### src/hdl/kts_pkg.sv
// ----------------------------------------------------------------------------
// kts_pkg: shared types and constants for the keyword token scanner
// Result record, per-request scan output and queue sizing.
// ----------------------------------------------------------------------------
`default_nettype none

package kts_pkg;

  localparam int unsigned POSITION_BITS_DEF = 16;
  localparam int unsigned RES_DEPTH         = 4;   // power of two, at least 2

  typedef struct packed {
    logic [3:0]  kind;
    logic [7:0]  char_code;
    logic [15:0] start_line;
    logic [15:0] start_col;
    logic [15:0] length;
    logic        last;
  } res_t;

  // Up to two results per accepted request, in order r0 then r1.
  typedef struct packed {
    logic [1:0] count;
    res_t       r0;
    res_t       r1;
  } scan_out_t;

endpackage

`default_nettype wire

### src/hdl/keyword_token_scanner.sv
// ----------------------------------------------------------------------------
// keyword_token_scanner: streaming lexer, one source byte per request
// Results are registered in the result queue and leave its head one at a time.
// Throughput: one request per cycle unless the result queue stalls the input.
// Reset clears lexer state, positions and the four-entry result queue.
// ----------------------------------------------------------------------------
`default_nettype none

module keyword_token_scanner #(
  parameter int unsigned POSITION_BITS = kts_pkg::POSITION_BITS_DEF
) (
  input  wire logic        clk_i,
  input  wire logic        rst_ni,
  // input channel
  input  wire logic        in_valid_i,
  output logic             in_stall_o,
  input  wire logic [7:0]  ch_i,
  input  wire logic        end_of_input_i,
  // output channel
  output logic             out_valid_o,
  input  wire logic        out_stall_i,
  output logic [3:0]       kind_o,
  output logic [7:0]       char_code_o,
  output logic [15:0]      start_line_o,
  output logic [15:0]      start_col_o,
  output logic [15:0]      length_o,
  output logic             last_o
);

  // Request handshake on the input side.
  logic               in_acc;
  kts_pkg::scan_out_t scan;
  kts_pkg::res_t      head;

  assign in_acc = in_valid_i && !in_stall_o;

  // Classify the byte against the current lexer state in one pass; the
  // state registers advance at the same edge the request is taken.
  kts_scan #(
    .POSITION_BITS (POSITION_BITS)
  ) u_scan (
    .clk_i          (clk_i),
    .rst_ni         (rst_ni),
    .in_acc_i       (in_acc),
    .ch_i           (ch_i),
    .end_of_input_i (end_of_input_i),
    .scan_o         (scan)
  );

  // Queue the finished tokens; the queue stalls the input whenever it
  // cannot absorb a worst-case pair of results.
  kts_res_fifo u_res_fifo (
    .clk_i       (clk_i),
    .rst_ni      (rst_ni),
    .push_i      (scan),
    .out_stall_i (out_stall_i),
    .out_valid_o (out_valid_o),
    .out_res_o   (head),
    .in_stall_o  (in_stall_o)
  );

  assign kind_o       = head.kind;
  assign char_code_o  = head.char_code;
  assign start_line_o = head.start_line;
  assign start_col_o  = head.start_col;
  assign length_o     = head.length;
  assign last_o       = head.last;

`ifndef SYNTHESIS
  // Results only come from an accepted request.
  a_res_needs_req : assert property (@(posedge clk_i) disable iff (!rst_ni)
    (scan.count != 2'd0) |-> in_acc)
    else $error("scanner produced results without a request");

  // In a result pair only the second one closes the request.
  a_pair_last : assert property (@(posedge clk_i) disable iff (!rst_ni)
    (scan.count == 2'd2) |-> (!scan.r0.last && scan.r1.last))
    else $error("wrong last flags on a result pair");

  // Output valid drops only after the head was taken.
  a_valid_drop : assert property (@(posedge clk_i) disable iff (!rst_ni)
    $fell(out_valid_o) |-> $past(out_valid_o && !out_stall_i))
    else $error("result withdrawn without being taken");
`endif

endmodule

`default_nettype wire

### src/hdl/kts_scan.sv
// ----------------------------------------------------------------------------
// kts_scan: lexer state and single-pass classification
// Updates mode, keyword mask and positions; emits up to two results.
// ----------------------------------------------------------------------------
`default_nettype none

module kts_scan #(
  parameter int unsigned POSITION_BITS = kts_pkg::POSITION_BITS_DEF
) (
  input  wire logic                clk_i,
  input  wire logic                rst_ni,
  input  wire logic                in_acc_i,
  input  wire logic [7:0]          ch_i,
  input  wire logic                end_of_input_i,
  output kts_pkg::scan_out_t       scan_o
);

  localparam logic [1:0] MODE_IDLE    = 2'd0;
  localparam logic [1:0] MODE_IDENT   = 2'd1;
  localparam logic [1:0] MODE_NUMBER  = 2'd2;
  localparam logic [1:0] MODE_COMMENT = 2'd3;

  localparam logic [3:0] KIND_EOF     = 4'd0;
  localparam logic [3:0] KIND_IDENT   = 4'd1;
  localparam logic [3:0] KIND_NUMBER  = 4'd2;
  localparam logic [3:0] KIND_CHAR    = 4'd3;
  localparam logic [3:0] KIND_KEY0    = 4'd4;

  localparam int unsigned KEY_COUNT   = 10;
  localparam logic [KEY_COUNT-1:0] MASK_ALL = '1;
  localparam logic [15:0] LEN_MAX     = 16'hFFFF;

  localparam logic [7:0] CH_LF    = 8'h0A;
  localparam logic [7:0] CH_CR    = 8'h0D;
  localparam logic [7:0] CH_HASH  = 8'h23;
  localparam logic [7:0] CH_UNDER = 8'h5F;
  localparam logic [7:0] CH_DOT   = 8'h2E;

  typedef logic [POSITION_BITS-1:0] pos_t;

  function automatic logic [63:0] key_text(input logic [3:0] k);
    logic [63:0] t;
    unique case (k)
      4'd0:    t = "function";
      4'd1:    t = {"return", 16'h0};
      4'd2:    t = {"extern", 16'h0};
      4'd3:    t = {"if", 48'h0};
      4'd4:    t = {"else", 32'h0};
      4'd5:    t = {"for", 40'h0};
      4'd6:    t = {"in", 48'h0};
      4'd7:    t = {"binary", 16'h0};
      4'd8:    t = {"unary", 24'h0};
      4'd9:    t = {"var", 40'h0};
      default: t = '0;
    endcase
    return t;
  endfunction

  function automatic logic [3:0] key_len(input logic [3:0] k);
    logic [3:0] l;
    unique case (k)
      4'd0:    l = 4'd8;
      4'd1:    l = 4'd6;
      4'd2:    l = 4'd6;
      4'd3:    l = 4'd2;
      4'd4:    l = 4'd4;
      4'd5:    l = 4'd3;
      4'd6:    l = 4'd2;
      4'd7:    l = 4'd6;
      4'd8:    l = 4'd5;
      4'd9:    l = 4'd3;
      default: l = 4'd0;
    endcase
    return l;
  endfunction

  function automatic logic [7:0] key_char(input logic [3:0] k, input logic [2:0] i);
    logic [63:0] t;
    t = key_text(k);
    return t[63 - 8 * i -: 8];
  endfunction

  function automatic logic is_digit(input logic [7:0] c);
    return (c >= 8'h30) && (c <= 8'h39);
  endfunction

  function automatic logic is_alpha(input logic [7:0] c);
    return ((c >= 8'h41) && (c <= 8'h5A)) || ((c >= 8'h61) && (c <= 8'h7A));
  endfunction

  function automatic logic is_space(input logic [7:0] c);
    return (c == 8'h20) || ((c >= 8'h09) && (c <= 8'h0D));
  endfunction

  logic [1:0]           mode_q, mode_d;
  logic [KEY_COUNT-1:0] mask_q, mask_d;
  logic [15:0]          len_q, len_d;
  pos_t                 line_q, line_d;
  pos_t                 col_q, col_d;
  pos_t                 tok_line_q, tok_line_d;
  pos_t                 tok_col_q, tok_col_d;
  logic                 done_q, done_d;

  logic                 is_nl;
  logic                 ident_first;
  logic                 ident_rest;
  logic                 num_char;
  pos_t                 line_nx;
  pos_t                 col_nx;
  pos_t                 col_inc;
  logic [15:0]          len_inc;
  logic [KEY_COUNT-1:0] keep_mask;
  logic [KEY_COUNT-1:0] first_mask;
  logic [3:0]           ident_kind;
  logic                 ident_hit;
  kts_pkg::res_t        tok_res;
  kts_pkg::res_t        eof_res;
  kts_pkg::res_t        chr_res;
  kts_pkg::scan_out_t   out;
  logic                 go_idle;

  assign is_nl       = (ch_i == CH_LF) || (ch_i == CH_CR);
  assign ident_first = is_alpha(ch_i) || (ch_i == CH_UNDER);
  assign ident_rest  = ident_first || is_digit(ch_i);
  assign num_char    = is_digit(ch_i) || (ch_i == CH_DOT);
  assign col_inc     = col_q + pos_t'(1);
  assign line_nx     = is_nl ? line_q + pos_t'(1) : line_q;
  assign col_nx      = is_nl ? '0 : col_inc;
  assign len_inc     = (len_q == LEN_MAX) ? len_q : len_q + 16'd1;

  // Narrow the keyword mask by the character at the current token offset.
  always_comb begin
    for (int k = 0; k < KEY_COUNT; k++) begin
      keep_mask[k]  = mask_q[k] && (len_q < 16'(key_len(4'(k)))) &&
                      (key_char(4'(k), len_q[2:0]) == ch_i);
      first_mask[k] = (key_char(4'(k), 3'd0) == ch_i);
    end
  end

  // First surviving keyword whose length equals the token length.
  always_comb begin
    ident_kind = KIND_IDENT;
    ident_hit  = 1'b0;
    for (int k = 0; k < KEY_COUNT; k++) begin
      if (!ident_hit && mask_q[k] && (len_q == 16'(key_len(4'(k))))) begin
        ident_kind = KIND_KEY0 + 4'(k);
        ident_hit  = 1'b1;
      end
    end
  end

  always_comb begin
    tok_res            = '0;
    tok_res.kind       = (mode_q == MODE_IDENT) ? ident_kind : KIND_NUMBER;
    tok_res.start_line = 16'(tok_line_q);
    tok_res.start_col  = 16'(tok_col_q);
    tok_res.length     = len_q;

    eof_res            = '0;
    eof_res.kind       = KIND_EOF;
    eof_res.start_line = (mode_q == MODE_COMMENT) ? 16'(tok_line_q) : 16'(line_q);
    eof_res.start_col  = (mode_q == MODE_COMMENT) ? 16'(tok_col_q) : 16'(col_inc);

    chr_res            = '0;
    chr_res.kind       = KIND_CHAR;
    chr_res.char_code  = ch_i;
    chr_res.start_line = 16'(line_nx);
    chr_res.start_col  = 16'(col_nx);
    chr_res.length     = 16'd1;
  end

  always_comb begin
    mode_d     = mode_q;
    mask_d     = mask_q;
    len_d      = len_q;
    line_d     = line_q;
    col_d      = col_q;
    tok_line_d = tok_line_q;
    tok_col_d  = tok_col_q;
    done_d     = done_q;
    out        = '0;
    go_idle    = 1'b0;

    if (in_acc_i && !done_q) begin
      if (end_of_input_i) begin
        if ((mode_q == MODE_IDENT) || (mode_q == MODE_NUMBER)) begin
          out.r0    = tok_res;
          out.r1    = eof_res;
          out.count = 2'd2;
        end else begin
          out.r0    = eof_res;
          out.count = 2'd1;
        end
        col_d  = col_inc;
        mode_d = MODE_IDLE;
        done_d = 1'b1;
      end else begin
        line_d = line_nx;
        col_d  = col_nx;
        unique case (mode_q)
          MODE_IDENT: begin
            if (ident_rest) begin
              mask_d = keep_mask;
              len_d  = len_inc;
            end else begin
              out.r0    = tok_res;
              out.count = 2'd1;
              go_idle   = 1'b1;
            end
          end
          MODE_NUMBER: begin
            if (num_char) begin
              len_d = len_inc;
            end else begin
              out.r0    = tok_res;
              out.count = 2'd1;
              go_idle   = 1'b1;
            end
          end
          MODE_COMMENT: begin
            if (is_nl) begin
              mode_d = MODE_IDLE;
            end
          end
          MODE_IDLE: begin
            go_idle = 1'b1;
          end
        endcase

        if (go_idle) begin
          mode_d = MODE_IDLE;
          if (is_space(ch_i)) begin
            // skip
          end else if (ident_first) begin
            mode_d     = MODE_IDENT;
            tok_line_d = line_nx;
            tok_col_d  = col_nx;
            len_d      = 16'd1;
            mask_d     = first_mask;
          end else if (num_char) begin
            mode_d     = MODE_NUMBER;
            tok_line_d = line_nx;
            tok_col_d  = col_nx;
            len_d      = 16'd1;
            mask_d     = MASK_ALL;
          end else if (ch_i == CH_HASH) begin
            mode_d     = MODE_COMMENT;
            tok_line_d = line_nx;
            tok_col_d  = col_nx;
            len_d      = 16'd0;
            mask_d     = MASK_ALL;
          end else if (out.count == 2'd0) begin
            out.r0    = chr_res;
            out.count = 2'd1;
          end else begin
            out.r1    = chr_res;
            out.count = 2'd2;
          end
        end
      end

      // Flag the final result of this request.
      if (out.count == 2'd2) begin
        out.r1.last = 1'b1;
      end else if (out.count == 2'd1) begin
        out.r0.last = 1'b1;
      end
    end
  end

  assign scan_o = out;

  always_ff @(posedge clk_i or negedge rst_ni) begin
    if (!rst_ni) begin
      mode_q     <= MODE_IDLE;
      mask_q     <= MASK_ALL;
      len_q      <= '0;
      line_q     <= '0;
      col_q      <= '0;
      tok_line_q <= '0;
      tok_col_q  <= '0;
      done_q     <= 1'b0;
    end else begin
      mode_q     <= mode_d;
      mask_q     <= mask_d;
      len_q      <= len_d;
      line_q     <= line_d;
      col_q      <= col_d;
      tok_line_q <= tok_line_d;
      tok_col_q  <= tok_col_d;
      done_q     <= done_d;
    end
  end

endmodule

`default_nettype wire

### src/hdl/kts_res_fifo.sv
// ----------------------------------------------------------------------------
// kts_res_fifo: result queue between the scanner and the output channel
// Takes up to two results per cycle, hands out one per cycle unless stalled.
// ----------------------------------------------------------------------------
`default_nettype none

module kts_res_fifo (
  input  wire logic                clk_i,
  input  wire logic                rst_ni,
  input  wire kts_pkg::scan_out_t  push_i,
  input  wire logic                out_stall_i,
  output logic                     out_valid_o,
  output kts_pkg::res_t            out_res_o,
  output logic                     in_stall_o
);

  localparam int unsigned DEPTH = kts_pkg::RES_DEPTH;
  localparam int unsigned PTR_W = $clog2(DEPTH);
  localparam int unsigned CNT_W = $clog2(DEPTH + 1);

  kts_pkg::res_t    mem_q [DEPTH];
  logic [PTR_W-1:0] wr_ptr_q, wr_ptr_d;
  logic [PTR_W-1:0] rd_ptr_q, rd_ptr_d;
  logic [CNT_W-1:0] cnt_q, cnt_d;
  logic             pop;

  assign out_valid_o = (cnt_q != '0);
  assign out_res_o   = mem_q[rd_ptr_q];
  // Hold off new requests unless two slots are free.
  assign in_stall_o  = (cnt_q > CNT_W'(DEPTH - 2));
  assign pop         = out_valid_o && !out_stall_i;

  always_comb begin
    wr_ptr_d = wr_ptr_q + PTR_W'(push_i.count);
    rd_ptr_d = pop ? rd_ptr_q + PTR_W'(1) : rd_ptr_q;
    cnt_d    = cnt_q + CNT_W'(push_i.count) - CNT_W'(pop);
  end

  always_ff @(posedge clk_i) begin
    if (push_i.count != 2'd0) begin
      mem_q[wr_ptr_q] <= push_i.r0;
    end
    if (push_i.count == 2'd2) begin
      mem_q[wr_ptr_q + PTR_W'(1)] <= push_i.r1;
    end
  end

  always_ff @(posedge clk_i or negedge rst_ni) begin
    if (!rst_ni) begin
      wr_ptr_q <= '0;
      rd_ptr_q <= '0;
      cnt_q    <= '0;
    end else begin
      wr_ptr_q <= wr_ptr_d;
      rd_ptr_q <= rd_ptr_d;
      cnt_q    <= cnt_d;
    end
  end

endmodule

`default_nettype wire
### config.mk
export PLATFORM = sky130hd
export DESIGN_NAME = keyword_token_scanner
export DESIGN_NICKNAME = d
export VERILOG_FILES = /design/src/hdl/kts_pkg.sv /design/src/hdl/keyword_token_scanner.sv /design/src/hdl/kts_scan.sv /design/src/hdl/kts_res_fifo.sv
export SDC_FILE = /design/constraint.sdc
export NUM_CORES = 1
export LEC_CHECK = 0
export BUFFER_PORTS_ARGS = -buffer_cell sky130_fd_sc_hd__buf_2
export CAP_MARGIN = 20
export CORE_ASPECT_RATIO = 0.8
export CORE_UTILIZATION = 50
export DETAILED_ROUTE_END_ITERATION = 10
export PLACE_DENSITY = 0.69
export SLEW_MARGIN = 20
export SYNTH_ARGS = -nofsm -noshare
export SYNTH_HDL_FRONTEND = slang
export SYNTH_SLANG_ARGS = --single-unit
### constraint.sdc
create_clock -name clk_i -period 4.2 [get_ports clk_i]
set_input_delay 0.63 -clock clk_i [delete_from_list [all_inputs] [get_ports clk_i]]
set_output_delay 0.63 -clock clk_i [all_outputs]
set_load 0.05 [all_outputs]
== Yosys cells after proc, flatten, opt, wreduce, memory -nomap -nowiden ==
Memories as Yosys holds them, arrays and structs flattened.
Index checks and enable logic that the tools add are counted.

* Add/sub/neg operators: 9
* Magnitude comparators: 15
* Eq/ne operators: 36
* Shifts and indexed selects: 10
* Multiplexer cells: 85
* Bitwise gates (word level): 2
* Reduce and logical (&&, ||, !) cells: 76

{| class="wikitable"
|+ Operators with widths
! operator !! number
|-
| $mux W124 || 8
|-
| $shiftx A71 B33 Y8 const A || 10
|-
| $mux W16 || 19
|-
| $mux W63 || 3
|-
| $pmux W63 S2 || 1
|-
| $mux W62 || 2
|-
| $eq A8 B8 Y1 || 10
|-
| $mux W10 || 7
|-
| $mux W61 || 1
|-
| $mux W59 || 1
|-
| $eq A7 B8 Y1 const A || 7
|-
| $mux W49 || 1
|-
| $add A16 B1 Y16 const B || 3
|-
| $eq A16 B3 Y1 const B || 3
|-
| $lt A16 B3 Y1 const B || 3
|-
| $logic_and A1 B1 Y1 || 46
|-
| $mux W4 || 10
|-
| $eq A16 B2 Y1 const B || 2
|-
| $lt A16 B2 Y1 const B || 2
|-
| $pmux W16 S2 || 1
|-
| $eq A8 B6 Y1 const B || 3
|-
| $mux W1 || 20
|-
| $mux W2 || 9
|-
| $eq A16 B16 Y1 const B || 1
|-
| other kinds (29) || 60
|}

* Flip-flop bits (word level): 100
* Memory bits (writable): 244
* Input port bits: 13
* Output and inout bits: 63
* Word-level logic and storage cells: 245
* Memories kept: 1

{| class="wikitable"
|+ Memory list
! name !! words !! width !! rd ports !! clocked after Yosys merged registers in !! write ports !! line !! source
|-
| u_res_fifo.mem_q || 4 || 61 || 1 || 0 || 2 || kts_res_fifo.sv:21 || <nowiki>kts_pkg::res_t mem_q [DEPTH];</nowiki>
|}

== Logic depth before layout (Yosys ltp) ==
Gate-level depths: netlist of the first run.

* Depth after elaboration: 60
* Gate-level depth with buffers: 16

== Hierarchy ==
From an unflattened synthesis of the first run, not the netlist that was laid out.

* Cells, all modules: 1651
* Area total of the unflattened synthesis: 20218.1 um^2

{| class="wikitable"
|+ Modules (own cells, without submodules)
! module !! times used !! cells an instance !! area an instance (um^2) !! seq. area each (um^2)
|-
| kts_res_fifo || 1 || 631 || 12199.2 || 7502.2
|-
| kts_scan || 1 || 1019 || 8005.2 || 2339.7
|-
| keyword_token_scanner || 1 || 1 || 13.8 || 0.0
|}

== Worst setup path after synthesis of the first run ==
OpenSTA, ideal clock, no wires.

* Path kind: input to register
* Start point: input port ch_i[3]
* End point: memory u_res_fifo.mem_q[1][0] (netlist name), enable pin
* Library setup time: 0.402 ns
* Arrival: 4.400 ns
* Required time: 3.798 ns
* Setup slack: -0.602 ns
* Stages: 12
* Buffers on the path: 2
* Cell sequence: clkbuf_1 or4_4 a21oi_1 o31ai_2 a21oi_2 ha_1 nor3_1 and3_1 a21boi_0 nand2_1 clkbuf_1 nand2_1

{| class="wikitable"
|+ RTL lines
! item !! line !! source
|-
| start, declared || keyword_token_scanner.sv:17 || <nowiki>input wire logic [7:0] ch_i,</nowiki>
|-
| end, declared || kts_res_fifo.sv:21 ||
|}

== Final worst setup path of the first run ==
* Start point: register u_scan.mode_q[1]
* End point: register u_res_fifo.cnt_q[2]

* Word-level cells in the longest chain between the ends: 16
* Elaborated cells between the ends (all ways): 23
* Those cells by class: 2 x add/sub; 2 x eq/ne; 16 x mux; 3 x reduce/logical

{| class="wikitable"
|+ RTL lines
! item !! line !! source
|-
| start, declared || kts_scan.sv:95 || <nowiki>logic [1:0] mode_q, mode_d;</nowiki>
|-
| start signal, assigned || kts_scan.sv:284 || <nowiki>mode_q <= mode_d;</nowiki>
|-
| $eq A2 B2 Y1 or $eq A2 B1 Y1 (tied branches) || kts_scan.sv:186, kts_scan.sv:200 ||
|-
| $pmux W63 S2 || kts_scan.sv:200 || <nowiki>unique case (mode_q)</nowiki>
|-
| $mux W63 || kts_scan.sv:185 || <nowiki>if (end_of_input_i) begin</nowiki>
|-
| $mux W63 || kts_scan.sv:184 || <nowiki>if (in_acc_i && !done_q) begin</nowiki>
|-
| $logic_not A2 Y1 || kts_scan.sv:252 || <nowiki>end else if (out.count == 2'd0) begin</nowiki>
|-
| $mux W2 || kts_scan.sv:252 ||
|-
| $mux W124 || kts_scan.sv:246 || <nowiki>end else if (ch_i == CH_HASH) begin</nowiki>
|-
| $mux W124 || kts_scan.sv:240 || <nowiki>end else if (num_char) begin</nowiki>
|-
| $mux W124 || kts_scan.sv:234 || <nowiki>end else if (ident_first) begin</nowiki>
|-
| $mux W124 || kts_scan.sv:232 || <nowiki>if (is_space(ch_i)) begin</nowiki>
|-
| $mux W124 || kts_scan.sv:230 || <nowiki>if (go_idle) begin</nowiki>
|-
| $mux W124 (*) || kts_scan.sv:185 ||
|-
| $mux W124 (*) (2 in a row) || kts_scan.sv:184 ||
|-
| $add A3 B2 Y3 (*) || kts_res_fifo.sv:36 || <nowiki>cnt_d = cnt_q + CNT_W'(push_i.count) - CNT_W'(pop);</nowiki>
|-
| $sub A3 B1 Y3 (*) || kts_res_fifo.sv:36 ||
|-
| named net u_res_fifo.cnt_d[2] || kts_res_fifo.sv:24 || <nowiki>logic [CNT_W-1:0] cnt_q, cnt_d;</nowiki>
|-
| end signal, assigned || kts_res_fifo.sv:56 || <nowiki>cnt_q <= cnt_d;</nowiki>
|-
| end, declared || kts_res_fifo.sv:24 ||
|}

The timed path passes the listed nets; every way through them passes the cells marked *. The select of a mux whose other input is x is not followed.
A chain may end at the register's enable or synchronous reset.

==> flow_summary.ini, run 1 <==
[run_status]
status = completed

[sta]
maxSlewHeadroom = 0.287
setup_viol = 0
skew_ps = 18.3
hold_viol_final = 0
hold_slack_ps = 56.1
worst_slew_pin_slew_ps = 1060
maxSlewViolCount = 0
setup_tns_ps = 0
fmax_ghz = 0.277
rsz0062_at_grt = false
min_period_ps = 3610
timing.final.crit_share = 0.860

[synth]
seq_area_frac_synth = 0.488
synth-edff-count = 176
synth_top_cells_by_area = edfxtp_1 28%, dfrtp_1 12%, mux4_2 7.3%, dfxtp_1 7.3%, o22ai_1 4.7%
syn_area_per_cell_um2 = 10.6
synth-seq-cells = 344
syn_area_um2 = 18800
synth_top_area_frac = 0.282
synth_flop_cell = edfxtp_1
synth_nets = 1800
syn_inst = 1768
synth.distinct_cells = 81
synth.most_common_cell = edfxtp_1
yosys.area.top_type = edfxtp_1
async_reset_ff_frac = 0.291
synth.top_cells.by_count = 176 x edfxtp_1, 156 x o21ai_0, 152 x nand2_1, 141 x o22ai_1, 124 x clkbuf_1
ys_warn_count = 0

[die]
coreArea_um2 = 37000
die_area_um2 = 38300
die_x_um = 219
die_h_um = 175
ioPinCount = 76
start_util = 0.507
rows = 63

[detailed_routing]
drtIter0Drc = 1825
wl_per_cell_um = 23.5
vias = 15625
postRouteAntennaNets = 0
drt-total-wl_um = 54700
drtPass1Iterations = 8
vias_per_cell = 6.72
drc = 0

[clocking]
clk_pin_slew_worst_paths_ps = 60
numCtsBuffers = 37
clock_latency_ps = 550
cts.repair.resized = 0
htree_num_levels = 2
holdBufCountCts = 0
cts_tree = built
cts.sinks = 344
root_buffer = clkbuf_16
postCtsSetupBuffers = 0
clock_path_buffers = 3

[worst_setup_path]
rr_worst_depth = 14
critPathLaunchType = flip-flop
reg2reg_from = u_scan.mode_q[1]
crit_type = flip-flop to flip-flop
crit_arrival_ps = 4030
regToRegSetupSlack_ps = 590
reg2reg_to = u_res_fifo.cnt_q[2]
crit_fanout = 9
end_kind = flip-flop
crit_required_ps = 4620

[global_route]
grt_pass1_vias = 14918
grt.overflow.total = 0
grt_max_degree = 74
grtUsageTotal = 0.288
antenna_found_initial = 1
grt_first_pass_wirelength_um = 86100

[cells_and_area]
syn2layout_area_growth_pct = 13.1
postLayoutCoreUtil = 0.574
drive_gt1_frac = 0.182
fill_cells = 3077
finish.instance_area_um2 = 21200
layout.nets = 1841

[place]
dp_hpwl_um = 35800
gp_congestion = 0.914
place_area_um2 = 20000
io_buffers = 75

[power]
finalPower_mw = 11.2
leakage_nw = 7.51
p_per_area_nw_per_um2 = 527
peakVddDrop_v = 0.000468

[hold_path]
hp-class = input pin to asynchronous set/reset pin

[job]
drv_cap = 0
[where the power goes]
group	internal (mW)	switching, mW
logic	1.29	2.57
clock network	1.73	1.35
registers	3.82	0.417
[worst max-delay path by stage]
stage	slack, ps	startpoint	depth (start not counted)	endpoint
CTS	600	u_scan.mode_q[0]	14	u_res_fifo.cnt_q[2]
finish	590	u_scan.mode_q[1]	14	u_res_fifo.cnt_q[2]
detailed placement	180	ch_i[5]	16	u_res_fifo.cnt_q[2]
floorplan	20	ch_i[3]	12	u_res_fifo.mem_q[1][0]
global placement	300	ch_i[5]	16	u_res_fifo.cnt_q[2]
global route	380	u_scan.mode_q[0]	15	u_res_fifo.cnt_q[2]
[through the flow]
| stage | setup slack, ps | cells |
|---|---|---|
| 2_1_floorplan | 21.0 | 1768 |
| 3_3_place_gp | 296 | 2256 |
| 3_5_place_dp | 177 | 2256 |
| 4_1_cts | 596 | 2324 |
| 5_1_grt | 383 | 2325 |
| 6_report | 588 | 2326 |
[logic make-up (layout without fill, tap and decap cells)]
family	count (synthesis)	count (layout)	share of synthesized area
AOI/OAI and AO/OA	592	592	0.202
and+or+nand+nor	421	421	0.113
DFF	344	344	0.488
buffers and inverters	191	261	0.0397
muxes	122	122	0.107
xor gates and xnor gates	79	79	0.0369
adders and majority gates	19	19	0.0131
other	0	1	0
[state kept, by name, summed over array words and instances (netlist names)]
register and flops:
u_scan.tok_col_q 16, u_res_fifo.cnt_q 3, u_scan.tok_line_q 16, u_scan.col_q 16, u_res_fifo.mem_q 244, u_res_fifo.rd_ptr_q 2, u_scan.mode_q 2, u_res_fifo.wr_ptr_q 2
u_scan.done_q 1, u_scan.line_q 16, u_scan.mask_q 10, u_scan.len_q 16
[placed cells by master, fill, tap and decap left out, types with 55 or more instances in the layout]
| cell | n |
|---|---|
| nand2_1 | 148 |
| edfxtp_1 | 176 |
| buf_4 | 72 |
| a22oi_1 | 55 |
| o22ai_1 | 141 |
| o21ai_0 | 155 |
| buf_2 | 74 |
| a21oi_1 | 84 |
| dfxtp_1 | 68 |
| dfrtp_1 | 88 |
| mux4_2 | 61 |
[cell type report]
class / instances / area [µm²] / area share
Sequential cell: 344 / 9170 / 0.432
Multi-Input combinational cell: 1233 / 8960 / 0.422
Timing Repair Buffer: 161 / 1220 / 0.0575
Clock buffer: 51 / 1030 / 0.0485
Tap cell: 487 / 609 / 0.0287
Inverter: 32 / 120 / 0.00566
Clock inverter: 17 / 106 / 0.00501
Antenna cell: 1 / 2.50 / 0.000118
[worst max-delay path, stage by stage (launching register included)]
cell	delay, ps
dfrtp_1	400
inv_1	80
ha_1	490
clkinv_1	350
a21oi_2	240
ha_1	280
and3_1	190
o311ai_4	290
ha_1	280
inv_1	60
ha_1	130
inv_1	50
fa_1	370
xor2_1	160
xnor2_1	130
[metal layers]
layer	vias up	routed length [µm]	track usage
met3	97	4940	0.0480
met4	0	1180	0.0813
met2	787	24200	0.421
met5	-	0	0
li1	6935	-	-
met1	7806	24400	0.438
Note: power is estimated with default switching activity, not from simulation.
==> inputs of run 2 (changes only) <==
- HOLD_SLACK_MARGIN: unset -> 0.02
- SYNTH_HIERARCHICAL: unset -> 1
==> flow_summary.ini, run 2 <==
[detailed_routing]
drtPass1Iterations = 5
vias = 14125
drtIter0Drc = 1329
postRouteAntennaNets = 0
vias_per_cell = 6.21
drt-total-wl_um = 50600
wl_per_cell_um = 22.3
drc = 0

[die]
rows = 65
coreArea_um2 = 39600
die_area_um2 = 41200
ioPinCount = 76
die_h_um = 182
start_util = 0.510
die_x_um = 227

[worst_setup_path]
end_kind = flip-flop
crit_required_ps = 4480
critPathLaunchType = input pin
crit_type = input pin to flip-flop
crit_arrival_ps = 3840
rr_worst_depth = 14
crit_fanout = 24

[sta]
skew_ps = 16.9
min_period_ps = 3560
fmax_ghz = 0.281
setup_tns_ps = 0
maxSlewHeadroom = 0.320
hold_viol_final = 0
setup_viol = 0
hold_slack_ps = 264
rsz0062_at_grt = false
worst_slew_pin_slew_ps = 1020
maxSlewViolCount = 0
timing.final.crit_share = 0.847
final.setup.worst_slack_ps = 642

[clocking]
cts.sinks = 344
root_buffer = clkbuf_16
clk_pin_slew_worst_paths_ps = 60
htree_num_levels = 2
cts_tree = built
clock_path_buffers = 3
numCtsBuffers = 38
holdBufCountCts = 0
cts.repair.resized = 0
clock_latency_ps = 540
postCtsSetupBuffers = 0

[global_route]
grt_max_degree = 73
grt_first_pass_wirelength_um = 80800
antenna_found_initial = 1
grt.met1_usage = 0.387
grt-busiest-layer = met1
grt.overflow.total = 0
grtUsageTotal = 0.251
gr-usage-met2 = 0.375
met3_usage = 0.0372
grt_pass1_vias = 13887

[cells_and_area]
syn2layout_area_growth_pct = 11.8
final_cell_mix = 244 x mux2_2, 244 x edfxtp_1, 128 x nand2_1
largest_register_ffs = 244
layout.nets = 1740
drive_gt1_frac = 0.324
top_register = u_res_fifo/mem_q

[synth]
synth.top_cells.by_count = 244 x edfxtp_1, 244 x mux2_2, 128 x nand2_1, 90 x dfrtp_1, 74 x o21ai_0
syn_area_um2 = 20200
ys_warn_count = 6
synth-seq-cells = 344
synth_flop_cell = edfxtp_1
syn_area_per_cell_um2 = 12.2
yosys.area.top_type = edfxtp_1
async_reset_ff_frac = 0.291
seq_area_frac_synth = 0.487
syn_inst = 1651
synth-edff-count = 244
synth_top_cells_by_area = edfxtp_1 36%, mux2_2 14%, dfrtp_1 11%, mux4_2 6.8%, nand2_1 2.4%
synth_top_area_frac = 0.362
synth.distinct_cells = 98

[place]
dp_hpwl_um = 33000
gp_congestion = 0.875
pre_cts_ws_ps = 144
io_buffers = 75

[power]
combPwrFrac = 0.306
p_sw_mw = 3.78
seqPwrFrac = 0.389
p_sw_frac = 0.364
p_per_area_nw_per_um2 = 459
intPower_mw = 6.60
leakage_nw = 8.54
p_clk_frac = 0.305
peakVddDrop_v = 0.000457

[job]
drv_cap = 0

[hold_path]
hp-class = input pin to asynchronous set/reset pin

[run_status]
status = completed
-- run 2: area by class of cell --
| cell class | count | area (µm²) |
|---|---|---|
| fillers | 3272 | 17000 |
| flip-flops and latches | 344 | 9850 |
| multi-input cells | 1144 | 9610 |
| inverters | 37 | 139 |
| diodes | 1 | 2.50 |
| clock buffers | 49 | 1020 |
| repair buffers | 143 | 1170 |
| well taps | 536 | 671 |
| clock inverters | 21 | 150 |
-- run 2: logic make-up after synthesis --
logic type / after synthesis / synth area share
AOI/OAI and AO/OA: 319 / 0.111
xor gates and xnor gates: 66 / 0.0286
adders and majority gates: 19 / 0.0121
buffers and inverters: 179 / 0.0473
DFF: 344 / 0.487
muxes: 321 / 0.212
other: 1 / 0.000185
and+or+nand+nor: 402 / 0.102
-- run 2: path summary, 6_finish.rpt --
| kind | startpoint | end | slack, ps |
|---|---|---|---|
| setup / recovery | ch_i[2] | u_res_fifo/mem_q[2][43] | 640 |
| hold / removal | rst_ni | u_scan/len_q[10] | 260 |
| setup reg to reg | u_scan/mode_q[1] | u_res_fifo/mem_q[2][43] | 680 |
| hold reg to reg | u_scan/done_q | u_scan/done_q | 470 |
| max in group asynchronous | rst_ni | u_scan/tok_line_q[0] | 2960 |
| min in group clk_i | out_stall_i | u_res_fifo/rd_ptr_q[1] | 450 |
-- run 2: metal layers --
metal / share of wire / wire length (µm) / up-vias
met5: 0 / 0 / -
met4: 0.014 / 731 / 0
met3: 0.065 / 3280 / 51
met2: 0.44 / 22500 / 467
met1: 0.48 / 24200 / 7199
li1: - / - / 6408
-- run 2: worst max-delay path, cell delays in order --
cell	delay (ps)
buf_2	190
o21ai_4	220
a41oi_2	150
o31a_2	400
o21ai_4	140
inv_2	70
ha_4	220
nor2b_1	120
a32o_2	290
o21a_4	200
nand2b_2	240
nor3b_4	210
buf_4	160
buf_12	200
mux2_2	360
-- run 2: through the flow --
stage          power (mW)  cell area [µm²]   util  cells
2_1_floorplan        6.54            20400      -   1667
3_3_place_gp         7.27            21400  0.541   2203
3_5_place_dp         7.29            21400  0.541   2203
4_1_cts              10.5            22600  0.570   2273
5_1_grt              10.8            22600  0.571   2275
6_report             10.4            22600  0.571   2275
-- run 2: power by group through the flow --
| stage | registers (mW) | clock network (mW) | logic (mW) |
|---|---|---|---|
| after floorplan | 3.93 | 0 | 2.61 |
| after CTS | 4.04 | 3.23 | 3.20 |
| after global routing | 4.06 | 3.39 | 3.38 |
| after global placement | 4.10 | 0 | 3.17 |
| after detailed placement | 4.10 | 0 | 3.19 |
| final | 4.04 | 3.17 | 3.17 |
==> inputs of run 3 (changes only) <==
- ABC_AREA: unset -> 1
- PLACE_DENSITY: 0.69 -> 0.66
- clock period: 4.2 -> 3.5 ns (I/O delays scaled with it)
==> flow_summary.ini, run 3 <==
[run_status]
status = completed

[synth]
yosys.area.top_type = edfxtp_1
async_reset_ff_frac = 0.291
syn_area_um2 = 21800
syn_area_per_cell_um2 = 7.31
synth-edff-count = 244
synth.top_cells.by_count = 1086 x nand2_1, 272 x nor2_1, 259 x nand3_1, 244 x edfxtp_1, 237 x inv_1
synth_top_area_frac = 0.336
synth.distinct_cells = 55
synth.most_common_cell = nand2_1
synth_top_cells_by_area = edfxtp_1 34%, nand2_1 19%, dfrtp_1 10%, nand3_1 5.9%, o21ai_0 5.3%
seq_area_frac_synth = 0.451
synth_flop_cell = edfxtp_1
ys_warn_count = 6
synth-seq-cells = 344
syn_inst = 2983

[worst_setup_path]
cpPeakStageDelay_ps = 480
crit_fanout = 4
critPathLaunchType = flip-flop
critPathLaunch = u_scan/mode_q[0]
reg2reg_to = u_res_fifo/cnt_q[2]
regToRegSetupSlack_ps = 260
crit_arrival_ps = 3690
crit_slowest_cell = fa_1
crit_type = flip-flop to flip-flop
reg2reg_from = u_scan/mode_q[0]
cp-endpoint = u_res_fifo/cnt_q[2]
worstPathCellList = inv_1 -> ha_1 -> nand3_2 -> nand2_1 -> inv_2 -> a21oi_1 -> nand2_1 -> nor2_1 -> nand4_1 -> o21ai_0 -> inv_1 -> ha_1 -> fa_1 -> xor2_1 -> nand2_1 -> nand2_1
rr_worst_depth = 16
critPathMostFrequentCell = nand2_1
end_kind = flip-flop
crit_required_ps = 3950

[cells_and_area]
drive_gt1_frac = 0.0976
layout.nets = 3063
top_register = u_res_fifo/mem_q
largest_register_ffs = 244
final_cell_mix = 1082 x nand2_1, 271 x nor2_1, 259 x nand3_1
syn2layout_area_growth_pct = 11.1
mostFrequentLayoutCell = nand2_1
stdcell_count = 3623
finish.instance_area_um2 = 24200
num_antenna_cells = 0

[sta]
fmax_ghz = 0.309
maxSlewViolCount = 0
setup_viol = 0
maxSlewHeadroom = 0.365
worst_slew_pin_slew_ps = 952
min_period_ps = 3240
setup_tns_ps = 0
skew_ps = 24.5
rsz0062_at_grt = false
timing.final.crit_share = 0.926
hold_viol_final = 0

[detailed_routing]
wl_per_cell_um = 19.5
vias = 20630
drc = 0
postRouteAntennaNets = 0
vias_per_cell = 5.69
drt-total-wl_um = 70500
drtPass1Iterations = 6
drtIter0Drc = 2227

[power]
leakage_nw = 11.2
peakVddDrop_v = 0.000509
p_per_area_nw_per_um2 = 536

[place]
dp_hpwl_um = 46500
place_area_um2 = 23000
dp_cells = 3548
io_buffers = 75
gp_congestion = 0.961

[clocking]
cts_tree = built
cts.sinks = 344
htree_num_levels = 2
clk_pin_slew_worst_paths_ps = 60
clock_path_buffers = 3
root_buffer = clkbuf_16
clock_latency_ps = 580
numCtsBuffers = 40

[die]
die_area_um2 = 44500
rows = 68
ioPinCount = 76
coreArea_um2 = 43100
start_util = 0.507
die_h_um = 189
die_x_um = 235

[global_route]
antenna_found_initial = 0
grt_pass1_vias = 18962
grt_first_pass_wirelength_um = 110000
grt.overflow.total = 0
grt_max_degree = 185
grtUsageTotal = 0.318

[hold_path]
hp-class = input pin to flip-flop
hp-start = out_stall_i

[job]
drv_cap = 0
[run 3: layer usage]
layer / vias up / track usage / wire [µm]
met3: 119 / 0.0557 / 7680
met1: 9583 / 0.482 / 31900
met5: - / 0 / 0
li1: 9814 / - / -
met4: 0 / 0.0887 / 1400
met2: 1114 / 0.462 / 29600
[run 3: layout make-up]
type | count | area [µm²]
Clock buffer | 49 | 1060
Clock inverter | 25 | 183
Fill cell | 4017 | 18800
Inverter | 258 | 973
Multi-Input combinational cell | 2215 | 10100
Sequential cell | 344 | 9850
Tap cell | 560 | 701
Timing Repair Buffer | 172 | 1410
[run 3: worst min-delay path by stage]
| stage | end | slack [ps] | cells after the start |
|---|---|---|---|
| 2_1_floorplan | u_res_fifo/cnt_q[0] | 230 | 0 |
| 4_1_cts | u_res_fifo/rd_ptr_q[0] | 280 | 4 |
| 5_1_grt | u_res_fifo/rd_ptr_q[0] | 320 | 4 |
| 3_3_place_gp | u_scan/done_q | 440 | 2 |
| 3_5_place_dp | u_scan/mask_q[9] | 470 | 2 |
| 6_report | u_res_fifo/rd_ptr_q[0] | 300 | 4 |
[run 3: report_power, final]
group	internal, mW	leakage, nW	total (mW)	switching [mW]
Combinational	1.01	7.78	4.60	3.60
Clock	2.24	0.610	4.01	1.77
Sequential	4.36	2.76	4.38	0.0221
Total	7.61	11.2	13.0	5.39
[run 3: critical path: cells and delay by family (launching register included)]
kind | cells | cell delay (ps)
adder cells (fa/ha/maj) | 3 | 1070
AND/OR/NAND/NOR | 7 | 700
AO/OA/AOI/OAI | 2 | 500
flip-flops | 1 | 400
buffers and inverters | 3 | 280
XOR/XNOR | 1 | 160
[run 3: timing repair]
action / CTS / global route
setup buffers: 0 / 0
hold buffers: 1 / 0
endpoints found under the hold margin: 36 / 0
gates resized for setup: 0 / 0
[run 3: stage by stage]
stage          power, mW   util  worst slack (ps)  hold slack, ps
6_report            13.0  0.563               260             304
5_1_grt             13.5  0.563              61.8             318
4_1_cts             13.0  0.563               328             279
3_5_place_dp        9.05  0.534              53.7             472
3_3_place_gp        9.02  0.534               121             438
2_1_floorplan       7.99      -              40.5             229
[run 3: cell families (layout without fill, tap and decap cells)]
| group | count (synthesis) | after routing | synth area share |
|---|---|---|---|
| buffers and inverters | 440 | 504 | 0.0915 |
| AND/OR/NAND/NOR | 1724 | 1724 | 0.326 |
| XOR/XNOR | 42 | 42 | 0.0169 |
| adder cells (fa/ha/maj) | 19 | 19 | 0.0112 |
| flip-flops | 344 | 344 | 0.451 |
| AO/OA/AOI/OAI | 413 | 413 | 0.103 |
| other | 1 | 17 | 0.000172 |
